==> src/hw/rtl/ptos_pkg.sv <==
// Shared types, reset values and codes for the presence table statistics core.
// Used by every module under hw/rtl.
`timescale 1ns / 1ps
package ptos_pkg;

    localparam int TABLE_DEPTH_DEF = 32;

    localparam logic signed [7:0]  RSSI_FLOOR_RST = -8'sd90;
    localparam logic        [31:0] LIFETIME_RST   = 32'd60000;
    localparam logic        [7:0]  SAT_COUNT_RST  = 8'd10;

    localparam logic signed [7:0]  STRONGEST_INIT = -8'sd100;
    localparam logic signed [11:0] MEAN_EMPTY     = -12'sd1600;
    localparam logic signed [15:0] PEAK_RST       = -16'sd25600;

    // peak = (7*peak + 768*strongest + 5 + 10*65536) / 10 - 65536
    // divide by ten as multiply by ceil(2^23 / 10) and shift by 23
    localparam int EMA_W = 22;
    localparam logic signed [EMA_W-1:0] EMA_KEEP   = 22'sd7;
    localparam logic signed [EMA_W-1:0] EMA_GAIN   = 22'sd768;
    localparam logic signed [EMA_W-1:0] EMA_OFFSET = 22'sd655365;
    localparam logic        [EMA_W-1:0] EMA_RECIP  = 22'd838861;
    localparam int                      EMA_SHIFT  = 23;
    localparam logic        [7:0]       OCC_SCALE  = 8'd200;

    localparam int CFG_IDX_W = 2;
    typedef enum logic [CFG_IDX_W-1:0] {
        CFG_RSSI_FLOOR = 2'd0,
        CFG_LIFETIME   = 2'd1,
        CFG_SAT_COUNT  = 2'd2
    } cfg_index_t;

    localparam logic OP_OBSERVE  = 1'b0;
    localparam logic OP_SNAPSHOT = 1'b1;

    typedef struct packed {
        logic [31:0]       key;
        logic signed [7:0] rssi;
        logic [31:0]       stamp;
    } entry_t;

    typedef struct packed {
        logic shift;
        logic evict;
        logic write;
    } cell_ctrl_t;

endpackage

==> src/hw/rtl/ptos_cell.sv <==
// One table slot: key, RSSI, last-seen stamp and a valid bit.
// Depends on ptos_pkg; chained into a ring by the top level.
`timescale 1ns / 1ps
module ptos_cell
    import ptos_pkg::*;
(
    input  logic        aclk,
    input  logic        aresetn,
    input  cell_ctrl_t  ctrl,
    input  logic        wr_sel,
    input  entry_t      wr_entry,
    input  logic [31:0] now_ms,
    input  logic [31:0] lifetime,
    input  entry_t      nbr_entry,
    input  logic        nbr_valid,
    output entry_t      entry_q,
    output logic        valid_q,
    output logic        match
);

    entry_t      entry_reg;
    logic        valid_reg;
    logic [31:0] age;
    logic        alive;

    assign age     = now_ms - entry_reg.stamp;
    assign alive   = age < lifetime;
    assign match   = valid_reg && (entry_reg.key == wr_entry.key);
    assign entry_q = entry_reg;
    assign valid_q = valid_reg;

    always_ff @(posedge aclk) begin
        if (!aresetn) begin
            valid_reg <= 1'b0;
        end else if (ctrl.shift) begin
            valid_reg <= nbr_valid;
        end else if (ctrl.evict) begin
            valid_reg <= valid_reg && alive;
        end else if (ctrl.write && wr_sel) begin
            valid_reg <= 1'b1;
        end
    end

    always_ff @(posedge aclk) begin
        if (ctrl.shift) begin
            entry_reg <= nbr_entry;
        end else if (ctrl.write && wr_sel) begin
            entry_reg <= wr_entry;
        end
    end

endmodule

==> config.mk <==
export PLATFORM = sky130hd
export DESIGN_NAME = ptos_cell
export DESIGN_NICKNAME = d
export VERILOG_FILES = /design/src/hw/rtl/ptos_pkg.sv /design/src/hw/rtl/ptos_cell.sv
export SDC_FILE = /design/constraint.sdc
export NUM_CORES = 1
export LEC_CHECK = 0
export BUFFER_PORTS_ARGS = -buffer_cell sky130_fd_sc_hd__buf_2
export CORE_MARGIN = 5
export CORE_UTILIZATION = 44
export CTS_BUF_LIST = sky130_fd_sc_hd__clkbuf_4 sky130_fd_sc_hd__clkbuf_8
export CTS_CLUSTER_DIAMETER = 40
export DETAILED_ROUTE_END_ITERATION = 7
export GPL_TIMING_DRIVEN = 0
export HOLD_SLACK_MARGIN = 0.06
export PLACE_DENSITY = 0.91
export REMOVE_ABC_BUFFERS = 1
export SYNTH_ARGS = -nofsm -noshare
export SYNTH_HDL_FRONTEND = slang
export SYNTH_SLANG_ARGS = --single-unit
==> constraint.sdc <==
create_clock -name aclk -period 4 [get_ports aclk]
set_input_delay 0.8 -clock aclk [delete_from_list [all_inputs] [get_ports aclk]]
set_output_delay 0.8 -clock aclk [all_outputs]
set_load 0.005 [all_outputs]
# After elaboration in Yosys (flattened, before gate mapping)
# Cells that the tools add are included.
# totals
regBits,73
mem_bits_rw,0
romBits,0
mem_count,0
input_bits,215
latch_bits,0
# classes
n_bitwise,0
reduce_logical,5
multipliers,0
shift,0
addsub,1
n_eq_ne,1
order_cmp,1
mux,5
n_div,0
# ops
op,n
72-bit 2-to-1 mux,2
32-bit == test,1
32-bit < comparator,1
32-bit subtractor,1
1-bit logical AND,3
1-bit 2-to-1 mux,3
3-bit nonzero test,1
2-bit nonzero test,1

# Logic depth before layout (Yosys ltp)
# Gate-level depths: netlist (run 1).
# depth
ltp_word,5
mapped_depth,19
mapped_depth_nobuf,19

# Least setup slack after synthesis (run 1)
# Ideal clock, no wire load.
# synth_path
path_kind,input to register
startpoint,input port now_ms[0]
endpoint,"register valid_reg, in the netlist valid_q"
stages,18
setup_time_ns,0.122
setup_slack_ns,0.104
arrival_ns,3.774
t_required_ns,3.878
cell_sequence,inv_1 -> ha_1 -> inv_1 -> fa_1 -> a21o_1 -> a221oi_2 -> o211ai_1 -> o211ai_2 -> o32ai_1 -> o311a_1 -> xnor2_1 -> ha_1 -> nand4_1 -> nor2_1 -> nand3_1 -> nor4_1 -> a21boi_0 -> a211oi_1
# synth_via
elab_chain_len,5
# synth_rtl
item,line,rtl
from (decl),ptos_cell.sv:12,"input logic [31:0] now_ms,"
32-bit subtractor,ptos_cell.sv:26,assign age = now_ms - entry_reg.stamp;
32-bit < comparator,ptos_cell.sv:27,assign alive = age < lifetime;
1-bit logical AND,ptos_cell.sv:38,valid_reg <= valid_reg && alive;
1-bit 2-to-1 mux,ptos_cell.sv:37,end else if (ctrl.evict) begin
1-bit 2-to-1 mux,ptos_cell.sv:35,end else if (ctrl.shift) begin
to (signal assigned),ptos_cell.sv:36,valid_reg <= nbr_valid;
to (signal assigned),ptos_cell.sv:38,
to (decl),ptos_cell.sv:22,logic valid_reg;
# Every way passes these cells.
# A chain may end at the register's enable or synchronous reset.

# Worst setup path in the final report (run 1)
# Ends and elaborated chain as after synthesis.

==> results.sh, run 1 <==
export IMPL_relSlewSlack_pct=35.00
export IMPL_cts_sinks=73
export IMPL_grt_pass1_vias=5855
export IMPL_m1WireLength_mm=7.593
export IMPL_final_period_utilization_pct=101.3
export IMPL_reg2reg_from="entry_q[0]$_DFFE_PP_"
export IMPL_cts_max_path_buffers=2
export IMPL_drive_gt1_share_pct=46.25
export IMPL_cts_tree="yes"
export IMPL_num_io_pins=289
export IMPL_syn2layout_area_growth_pct=32.93
export IMPL_drtIter0Drc=391
export IMPL_min_path_type="input port to register"
export IMPL_final_hold_violation_count=0
export IMPL_worstHoldPathCells=2
export IMPL_peakVddDrop_mv=0.2063
export IMPL_synth_edf_count=72
export IMPL_worstHoldEndpoint="entry_q[1]$_DFFE_PP_"
export IMPL_wl_met2_mm=10.10
export IMPL_yosysTopAreaCell="edfxtp_1"
export IMPL_highest_layer="met4"
export IMPL_synth_distinct_cells=60
export IMPL_r2r_end="valid_q$_SDFFE_PN0P_"
export IMPL_p_leak_nw=3.882
export IMPL_drtAntennaViolNets=0
export IMPL_via_per_inst=5.452
export IMPL_violations="setup timing"
export IMPL_remaining_drc_errors=0
export IMPL_htree_levels=3
export IMPL_n_fill_cell=1199
export IMPL_multi_input_area_um2=3697
export IMPL_rsz0062_at_grt="yes"
export IMPL_die_y_um=127.9
export IMPL_dp_hpwl_mm=15.57
export IMPL_setup_slack_ps=-53.13
export IMPL_setup_viol=1
export IMPL_grt_pass1_wl_mm=29.33
export IMPL_antenna_found_initial=4
export IMPL_dr_pass1_iters=5
export IMPL_syn_avg_cell_area_um2=10.17
export IMPL_synth_top_cell_area_share_pct=35.37
export IMPL_drv_slew=0
export IMPL_cts_root_buffer="clkbuf_8"
export IMPL_rows=43
export IMPL_die_w_um=127.9
export IMPL_die_area_um2=16350
export IMPL_worst_path_largest_cell_delay_ps=450
export IMPL_netlist_area_um2=6113
export IMPL_clkTransAtPathRegs_ps=100
export IMPL_fin_crit_ps=4053
export IMPL_wl_per_cell_um=18.09
export IMPL_grt_usage_pct=22.54
export IMPL_fin_skew_ps=18.72
export IMPL_regArea_um2=2182
export IMPL_crit_required_ps=4260
export IMPL_critPathMaxFanout=4
export IMPL_synthTopCellsByArea="edfxtp_1 35%, mux2_2 13%, ha_1 13%"
export IMPL_grt_overflow_total=0
export IMPL_final_cell_mix="286 x buf_2, 75 x inv_1, 72 x mux2_2, 72 x edfxtp_1, 58 x ha_1"
export IMPL_tightest_slew_ps=974.9
export IMPL_p_per_area_nw_per_um2=359.2
export IMPL_seq_area_frac_synth_pct=35.69
export IMPL_r2r_slack_ps=90
export IMPL_grt_max_degree=76
export IMPL_initial_core_util_pct=44.39
export IMPL_hold_buffers=0
export IMPL_io_buffers=288
export IMPL_yosys_warnings=0
export IMPL_utilization_pct=59.00
export IMPL_synth_seq_cells=73
export IMPL_globalplace_congestion=0.9530
export IMPL_fin_cells=1078
export IMPL_layout_nets=1166
export IMPL_drv_cap=0
export IMPL_mostFrequentLayoutCell="buf_2"
export IMPL_synthesis_instances=601
export IMPL_critPathArrivalTime_ps=4310
export IMPL_yosys_most_used_dff="edfxtp_1"
export IMPL_crit_slowest_cell="or3_1"
export IMPL_tns_ps=-53.13
export IMPL_max_freq_ghz=0.2467
export IMPL_end_kind="register"
export IMPL_outcome="complete, but fails checks"
export IMPL_reg2reg_depth=17
export IMPL_synthArstFlopShare_pct=0
export IMPL_critical_path_startpoint_type="input port"
export IMPL_vias=5877
export IMPL_path_class="input port to register"
export IMPL_routed_wl_mm=19.50
export IMPL_numCtsBuffers=9
export IMPL_path_cells="buf_8 -> inv_4 -> ha_4 -> inv_2 -> fa_2 -> a21o_1 -> a221oi_4 -> o21a_2 -> o2111ai_1 -> nand3_1 -> a31oi_1 -> xor2_1 -> ha_1 -> nand4_1 -> or3_1 -> o2111ai_2 -> a41oi_2 -> o21ai_2 -> a211oi_2"
export IMPL_detailedPlace_worstSlack_ps=-585.8
export IMPL_hp_start="nbr_entry[1]"
export IMPL_dp_cells=1055
export IMPL_clk_latency_ps=360
export IMPL_coreArea_um2=13770
export IMPL_wl_met3_mm=1.160
how the worst max path moves through the flow:
| stage | startpoint | to | slack (ps) | cells past startpoint |
|---|---|---|---|---|
| after CTS | now_ms[0] | valid_q$_SDFFE_PN0P_ | 0.9 | 19 |
| final | now_ms[0] | valid_q$_SDFFE_PN0P_ | -50 | 19 |
| after floorplan | now_ms[0] | valid_q$_SDFFE_PN0P_ | 100 | 18 |
| after detailed placement | now_ms[0] | valid_q$_SDFFE_PN0P_ | -590 | 19 |
| after global routing | now_ms[0] | valid_q$_SDFFE_PN0P_ | -120 | 19 |
| after global placement | ctrl[2] | valid_q$_SDFFE_PN0P_ | -930 | 5 |
sequential cells by signal (all words and copies together) (netlist names):
register  cells
entry_q      72
valid_q       1
power breakdown:
group | leakage [nW] | switching (W) | internal [W]
clock network | 0.127 | 0.000300 | 0.000439
logic | 3.03 | 0.000615 | 0.000559
registers | 0.727 | 0.0000598 | 0.000946
cell families after synthesis:
| group | share of synthesized area, % |
|---|---|
| AO/OA/AOI/OAI | 14.04 |
| XOR/XNOR | 8.166 |
| adder cells (fa/ha/maj) | 13.02 |
| buffers and inverters | 5.792 |
| flip-flops | 35.69 |
| multiplexers | 13.26 |
| AND/OR/NAND/NOR | 10.03 |
cells in the mapped netlist (5+ instances only):
| cell | instances |
|---|---|
| inv_1 | 77 |
| edfxtp_1 | 72 |
| mux2_2 | 72 |
| ha_1 | 62 |
| xnor2_1 | 45 |
| a21oi_1 | 32 |
| nor2_1 | 27 |
| nand2_1 | 23 |
| o21ai_0 | 21 |
| a21o_1 | 20 |
| nand4_1 | 16 |
| nand3_1 | 13 |
| xor2_1 | 12 |
| clkbuf_1 | 9 |
| and3_1 | 7 |
| nand2b_1 | 7 |
| a31oi_1 | 5 |
| o211ai_1 | 5 |
final cells by class:
cell class | instances | area share (%)
inverter | 77 | 3.587
antenna | 5 | 0.1540
timing repair buffer | 290 | 18.08
clock inverter | 5 | 1.278
sequential | 73 | 26.85
multi-input combinational | 437 | 45.50
tap | 180 | 2.771
clock buffer | 11 | 1.786
stage by stage:
step	power, W	hold WS (ps)	area (µm²)
6_report	0.002919	745.6	8127
2_1_floorplan	0.001727	756.4	6048
5_1_grt	0.003097	733.9	8124
3_5_place_dp	0.002127	1030	7725
3_3_place_gp	0.002086	1040	7715
4_1_cts	0.002879	722.1	8000
metal layers:
| metal | track usage (%) | up-vias |
|---|---|---|
| met2 | 39.53 | 259 |
| met4 | 8.926 | 0 |
| met5 | 0 | - |
| met1 | 27.39 | 2793 |
| met3 | 4.000 | 42 |
| li1 | - | 2783 |
worst max-delay path, delay by kind of cell:
family | cells | cell delay, ps
AO/OA/AOI/OAI | 9 | 1490
AND/OR/NAND/NOR | 3 | 810
buffers and inverters | 3 | 190
XOR/XNOR | 1 | 170
adder cells (fa/ha/maj) | 3 | 820
what timing repair did:
item                                    in CTS  in global routing
endpoints found under the hold margin        0                  0
gates cloned                                 0                  0
pin swaps                                    1                 19
resized for setup                            4                 24
setup buffers                                0                  2
endpoints found under the setup margin       1                  1
No activity file was read; power rests on OpenSTA's default activity.
==> inputs of run 2 (changes only) <==
--- a/config.mk
+++ b/config.mk
@@ -5,16 +5,18 @@
 export SDC_FILE = /design/constraint.sdc
 export NUM_CORES = 1
 export LEC_CHECK = 0
+export ABC_AREA = 1
 export BUFFER_PORTS_ARGS = -buffer_cell sky130_fd_sc_hd__buf_2
-export CORE_MARGIN = 5
-export CORE_UTILIZATION = 44
+export CORE_MARGIN = 2
+export CORE_UTILIZATION = 45
 export CTS_BUF_LIST = sky130_fd_sc_hd__clkbuf_4 sky130_fd_sc_hd__clkbuf_8
 export CTS_CLUSTER_DIAMETER = 40
 export DETAILED_ROUTE_END_ITERATION = 7
 export GPL_TIMING_DRIVEN = 0
 export HOLD_SLACK_MARGIN = 0.06
-export PLACE_DENSITY = 0.91
+export PLACE_DENSITY = 0.92
 export REMOVE_ABC_BUFFERS = 1
+export SETUP_SLACK_MARGIN = 0.02
 export SYNTH_ARGS = -nofsm -noshare
 export SYNTH_HDL_FRONTEND = slang
 export SYNTH_SLANG_ARGS = --single-unit
==> results.sh, run 2 <==
export IMPL_cts_root_buffer="clkbuf_8"
export IMPL_grt_usage_pct=25.82
export IMPL_cts_sinks=73
export IMPL_tns_ps=0
export IMPL_synth_seq_cells=73
export IMPL_die_y_um=122.9
export IMPL_final_cell_mix="344 x nand2_1, 287 x buf_2, 130 x inv_1"
export IMPL_io_buffers=288
export IMPL_numCtsBuffers=9
export IMPL_cts_max_path_buffers=2
export IMPL_initial_core_util_pct=46.00
export IMPL_seq_area_frac_synth_pct=34.31
export IMPL_num_io_pins=289
export IMPL_dr_pass1_iters=5
export IMPL_place_area_um2=7991
export IMPL_path_cells="buf_2 -> inv_1 -> ha_1 -> inv_1 -> fa_1 -> nand3_1 -> nand2_1 -> nand3_1 -> nand2_1 -> nand2_1 -> nand3_2 -> nand3_1 -> nand2_1 -> nand2_1 -> nand2_1 -> ha_1 -> nand4_1 -> nor3_1 -> and3_1 -> nand2_1 -> nand2_1 -> nand2_1 -> nand2_1 -> nor2_1"
export IMPL_largest_reg_flops=72
export IMPL_yosysMostFrequentCell="nand2_1"
export IMPL_grt_overflow_total=0
export IMPL_syn2layout_area_growth_pct=28.59
export IMPL_remaining_drc_errors=0
export IMPL_globalplace_congestion=0.9693
export IMPL_path_delay_family="simple AND/OR/NAND/NOR gates"
export IMPL_path_class="input port to register"
export IMPL_design_area_um2=8178
export IMPL_end_kind="register"
export IMPL_crit_slowest_cell="fa_1"
export IMPL_htree_levels=3
export IMPL_crit_required_ps=4230
export IMPL_yosys_most_used_dff="edfxtp_1"
export IMPL_drtIter0Drc=356
export IMPL_syn_avg_cell_area_um2=7.146
export IMPL_synthesis_instances=890
export IMPL_synthArstFlopShare_pct=0
export IMPL_critPathArrivalTime_ps=3650
export IMPL_relSlewSlack_pct=35.16
export IMPL_setup_viol=0
export IMPL_synth_distinct_cells=42
export IMPL_critPathMaxFanout=4
export IMPL_synthTopCellsByArea="edfxtp_1 34%, nand2_1 20%, ha_1 12%"
export IMPL_dp_hpwl_mm=16.24
export IMPL_tightest_slew_ps=972.6
export IMPL_fin_crit_ps=3417
export IMPL_drv_cap=0
export IMPL_mostFrequentLayoutCell="nand2_1"
export IMPL_rsz0062_at_grt="no"
export IMPL_grt_pass1_wl_mm=30.43
export IMPL_cts_tree="yes"
export IMPL_fin_skew_ps=7.224
export IMPL_final_hold_violation_count=0
export IMPL_detailedPlace_worstSlack_ps=248.3
export IMPL_cpMostUsedCell="nand2_1"
export IMPL_critical_path_startpoint_type="input port"
export IMPL_coreArea_um2=13830
export IMPL_min_path_type="input port to register"
export IMPL_wl_per_cell_um=14.22
export IMPL_die_w_um=122.9
export IMPL_rows=43
export IMPL_synth_top_cell_area_share_pct=34.00
export IMPL_grt_pass1_vias=6634
export IMPL_cp_num_buf_inv=3
export IMPL_hold_buffers=0
export IMPL_routed_wl_mm=19.46
export IMPL_grt_max_degree=89
export IMPL_die_area_um2=15100
export IMPL_drtAntennaViolNets=0
export IMPL_synth_edf_count=72
export IMPL_max_freq_ghz=0.2927
export IMPL_antenna_found_initial=10
export IMPL_drive_gt1_share_pct=27.31
export IMPL_peakVddDrop_mv=0.2506
export IMPL_vias=6820
export IMPL_worst_path_largest_cell_delay_ps=400
export IMPL_cts_repair_resize_count=0
export IMPL_netlist_area_um2=6360
export IMPL_yosysTopAreaCell="edfxtp_1"
export IMPL_synth_common_cells="345 x nand2_1, 131 x inv_1, 72 x edfxtp_1"
export IMPL_cts_setup_buffers=0
export IMPL_p_per_area_nw_per_um2=321.4
export IMPL_final_period_utilization_pct=85.42
export IMPL_drv_slew=0
export IMPL_clkTransAtPathRegs_ps=70
export IMPL_clk_latency_ps=350
export IMPL_n_fill_cell=1260
export IMPL_layout_nets=1452
export IMPL_setup_slack_ps=583.0
export IMPL_via_per_inst=4.985
export IMPL_outcome="finished clean"
export IMPL_p_leak_nw=4.526
export IMPL_yosys_warnings=0
==> run 2: area by class of cell <==
type                       count  area [µm²]  share of cell area (%)
tap                          180       225.2                   2.754
clock buffer                   9       123.9                   1.515
timing repair buffer         289        1464                   17.90
clock inverter                 7       37.54                  0.4590
sequential                    73        2182                   26.68
antenna                        9       22.52                  0.2754
inverter                     131       491.7                   6.013
multi-input combinational    670        3631                   44.40
==> run 2: worst paths after layout <==
path | from | end | slack [ps] | depth (start not counted)
hold / removal | aresetn | valid_q$_SDFFE_PN0P_ | 690 | 3
setup / recovery | now_ms[0] | valid_q$_SDFFE_PN0P_ | 580 | 24
hold reg to reg | valid_q$_SDFFE_PN0P_ | valid_q$_SDFFE_PN0P_ | 710 | 2
setup reg to reg | entry_q[0]$_DFFE_PP_ | valid_q$_SDFFE_PN0P_ | 800 | 22
==> run 2: report_power, final <==
group          internal (W)  switching (W)  total, W  leakage, nW
Clock              0.000218       0.000280  0.000498       0.0900
Combinational      0.000470       0.000659   0.00113         3.71
Sequential         0.000946      0.0000539   0.00100        0.730
==> run 2: kinds of logic after synthesis <==
kind of cell               Yosys count  share of synthesized area (%)
DFF                                 73                          34.31
AOI/OAI and AO/OA                  115                          10.84
xor gates and xnor gates            34                          4.682
adders and majority gates           63                          12.51
buffers and inverters              147                          8.715
and+or+nand+nor                    458                          28.94
==> run 2: layer usage <==
layer | vias to the layer above | track usage [%] | wire length, µm | share of wire [%]
met1 | 3068 | 29.33 | 7789 | 40
met3 | 48 | 4.322 | 1133 | 5.8
met4 | 2 | 13.58 | 685 | 3.5
met5 | - | 0 | 16 | 0.082
li1 | 3459 | - | - | -
met2 | 243 | 46.10 | 9831 | 51
==> run 2: metrics by stage <==
stage | util [%] | hold slack (ps) | instances | power, W
floorplan | - | 554.0 | 874 | 0.001721
global placement | 57.60 | 684.6 | 1342 | 0.002101
detailed placement | 57.80 | 684.5 | 1343 | 0.002140
CTS | 58.96 | 667.9 | 1359 | 0.002631
global route | 59.13 | 696.9 | 1367 | 0.002842
finish | 59.14 | 685.9 | 1368 | 0.002628
==> run 2: worst reg2reg max path: stages, from the launching register on <==
cell and delay (ps):
edfxtp_1 360, ha_1 160, inv_1 60, fa_1 400, nand3_1 100, nand2_1 100, nand3_1 90, nand2_1 130
nand2_1 120, nand3_2 110, nand3_1 140, nand2_1 70, nand2_1 60, nand2_1 60, ha_1 280, nand4_1 120
nor3_1 210, and3_1 190, nand2_1 60, nand2_1 110, nand2_1 60, nand2_1 60, nor2_1 40
==> inputs of run 3 (changes only) <==
--- a/config.mk
+++ b/config.mk
@@ -8,13 +8,13 @@
 export ABC_AREA = 1
 export BUFFER_PORTS_ARGS = -buffer_cell sky130_fd_sc_hd__buf_2
 export CORE_MARGIN = 2
-export CORE_UTILIZATION = 45
+export CORE_UTILIZATION = 49
 export CTS_BUF_LIST = sky130_fd_sc_hd__clkbuf_4 sky130_fd_sc_hd__clkbuf_8
 export CTS_CLUSTER_DIAMETER = 40
 export DETAILED_ROUTE_END_ITERATION = 7
 export GPL_TIMING_DRIVEN = 0
 export HOLD_SLACK_MARGIN = 0.06
-export PLACE_DENSITY = 0.92
+export PLACE_DENSITY = 0.95
 export REMOVE_ABC_BUFFERS = 1
 export SETUP_SLACK_MARGIN = 0.02
 export SYNTH_ARGS = -nofsm -noshare
==> constraint.sdc (replaced) <==
create_clock -name aclk -period 3.7 [get_ports aclk]
set_input_delay 0.74 -clock aclk [delete_from_list [all_inputs] [get_ports aclk]]
set_output_delay 0.74 -clock aclk [all_outputs]
set_load 0.005 [all_outputs]
==> results.sh, run 3 (synthesis results as in run 2) <==
export IMPL_outcome="finished clean"
export IMPL_met1_usage_pct=30.67
export IMPL_critical_path_startpoint_type="input port"
export IMPL_antenna_found_initial=5
export IMPL_r2r_end="valid_q$_SDFFE_PN0P_"
export IMPL_die_area_um2=13910
export IMPL_drtIter0Drc=418
export IMPL_coreArea_um2=12670
export IMPL_clock_power_share_pct=18.9
export IMPL_initial_core_util_pct=50.19
export IMPL_peakVddDrop_mv=0.2454
export IMPL_multi_input_area_um2=3631
export IMPL_clk_latency_ps=340
export IMPL_crit_slowest_cell="fa_1"
export IMPL_path_class="input port to register"
export IMPL_worstHoldEndpoint="valid_q$_SDFFE_PN0P_"
export IMPL_netSwitchingFraction_pct=37.23
export IMPL_max_freq_ghz=0.2924
export IMPL_final_cell_mix="344 x nand2_1, 287 x buf_2, 130 x inv_1"
export IMPL_hp_start="aresetn"
export IMPL_dp_cells=1335
export IMPL_tightest_slew_ps=966.6
export IMPL_r2r_slack_ps=450
export IMPL_p_leak_nw=4.520
export IMPL_min_path_type="input port to register"
export IMPL_p_total_w=0.002838
export IMPL_drv_slew=0
export IMPL_p_sw_w=0.001057
export IMPL_numCtsBuffers=9
export IMPL_critPathMaxFanout=4
export IMPL_htree_levels=3
export IMPL_fin_skew_ps=12.11
export IMPL_regArea_um2=2182
export IMPL_final_period_utilization_pct=92.44
export IMPL_grt_pass1_wl_mm=30.66
export IMPL_end_kind="register"
export IMPL_gr_max_usage_layer="met2"
export IMPL_grt_usage_pct=27.49
export IMPL_grt_max_degree=89
export IMPL_cts_sinks=73
export IMPL_cts_max_path_buffers=2
export IMPL_num_io_pins=289
export IMPL_internal_power_w=0.001782
export IMPL_grt_use_met3_pct=5.184
export IMPL_seqPwrFrac_pct=38.2
export IMPL_via_per_inst=5.025
export IMPL_routed_wl_mm=19.46
export IMPL_worstHoldPathCells=3
export IMPL_relSlewSlack_pct=35.56
export IMPL_syn2layout_area_growth_pct=28.25
export IMPL_cts_repair_resize_count=0
export IMPL_cts_setup_buffers=0
export IMPL_final_hold_violation_count=0
export IMPL_drtAntennaViolNets=0
export IMPL_global_route_usage_met2_pct=50.04
export IMPL_drv_cap=0
export IMPL_layout_nets=1452
export IMPL_n_fill_cell=1092
export IMPL_power_frac_comb_pct=42.9
export IMPL_io_buffers=288
export IMPL_reg2reg_depth=22
export IMPL_crit_required_ps=3910
export IMPL_reg2reg_from="entry_q[0]$_DFFE_PP_"
export IMPL_p_per_area_nw_per_um2=348.0
export IMPL_setup_viol=0
export IMPL_critPathArrivalTime_ps=3630
export IMPL_utilization_pct=64.37
export IMPL_rsz0062_at_grt="no"
export IMPL_mostFrequentLayoutCell="nand2_1"
export IMPL_fin_crit_ps=3420
export IMPL_dp_hpwl_mm=16.38
export IMPL_worst_path_largest_cell_delay_ps=400
export IMPL_globalplace_congestion=0.9356
export IMPL_hold_buffers=0
export IMPL_cts_root_buffer="clkbuf_8"
export IMPL_wl_per_cell_um=14.36
export IMPL_grt_overflow_total=0
export IMPL_cpMostUsedCell="nand2_1"
export IMPL_clkTransAtPathRegs_ps=60
export IMPL_cts_tree="yes"
export IMPL_largest_reg_flops=72
export IMPL_vias=6809
export IMPL_rows=41
export IMPL_fin_cells=1355
export IMPL_grt_pass1_vias=6692
export IMPL_dr_pass1_iters=5
export IMPL_drive_gt1_share_pct=27.25
export IMPL_path_cells="buf_2 -> inv_1 -> ha_1 -> inv_1 -> fa_1 -> nand3_1 -> nand2_1 -> nand2_1 -> nand2_1 -> nand2_1 -> nand2_1 -> nand4_1 -> nand2_1 -> nand2_1 -> nand2_1 -> ha_1 -> nand4_1 -> nor3_1 -> and3_1 -> nand2_1 -> nand2_1 -> nand2_1 -> nand2_1 -> nor2_1"
export IMPL_remaining_drc_errors=0
export IMPL_die_y_um=117.9
export IMPL_die_w_um=117.9
run 3: cell count changes in the layout (fill, tap and decap cells not counted):
| cell | change |
|---|---|
| diode_2 | -4 |
| clkinv_2 | -3 |
| clkbuf_4 | +2 |
| clkinv_4 | -1 |
| clkinvlp_4 | +1 |
run 3: worst max path at each step:
stage | from | endpoint | depth (start not counted)
final | now_ms[0] | valid_q$_SDFFE_PN0P_ | 24
after global routing | now_ms[0] | valid_q$_SDFFE_PN0P_ | 24
after CTS | now_ms[0] | valid_q$_SDFFE_PN0P_ | 24
after detailed placement | now_ms[0] | valid_q$_SDFFE_PN0P_ | 24
after global placement | ctrl[2] | valid_q$_SDFFE_PN0P_ | 5
after floorplan | ctrl[2] | valid_q$_SDFFE_PN0P_ | 4
run 3: critical path, delay by kind of cell:
family / cells / cell delay (ps)
and+or+nand+nor: 18 / 1860
adders and majority gates: 3 / 810
buffers and inverters: 3 / 210
run 3: area by class of cell:
type	instances	share of cell area [%]
multi-input cells	670	44.52
flip-flops and latches	73	26.75
repair buffers	289	17.95
inverters	131	6.029
well taps	172	2.638
clock buffers	11	1.703
clock inverters	4	0.2608
diodes	5	0.1534
run 3: metrics by stage:
| stage | hold slack (ps) | TNS [ps] | area, µm² | setup WS, ps |
|---|---|---|---|---|
| 6_report | 649.1 | 0 | 8157 | 279.9 |
| 5_1_grt | 654.1 | 0 | 8157 | 47.37 |
| 4_1_cts | 638.2 | 0 | 8142 | 306.8 |
| 3_5_place_dp | 719.9 | -62.72 | 7981 | -62.72 |
| 3_3_place_gp | 679.4 | -178130 | 7954 | -2590 |
| 2_1_floorplan | 554.0 | -12820 | 6297 | -293.8 |
run 3: routing by layer:
layer	vias up	wire, µm
met3	67	1169
met4	0	887
met1	3008	7613
met5	-	0
li1	3443	-
met2	291	9786
run 3: power groups by stage:
stage	Combinational [W]	Clock [W]	Sequential [W]
6_report	0.00122	0.000538	0.00108
5_1_grt	0.00138	0.000579	0.00109
4_1_cts	0.00122	0.000542	0.00108
3_5_place_dp	0.00121	0	0.00110
3_3_place_gp	0.00117	0	0.00110
2_1_floorplan	0.000759	0	0.00110
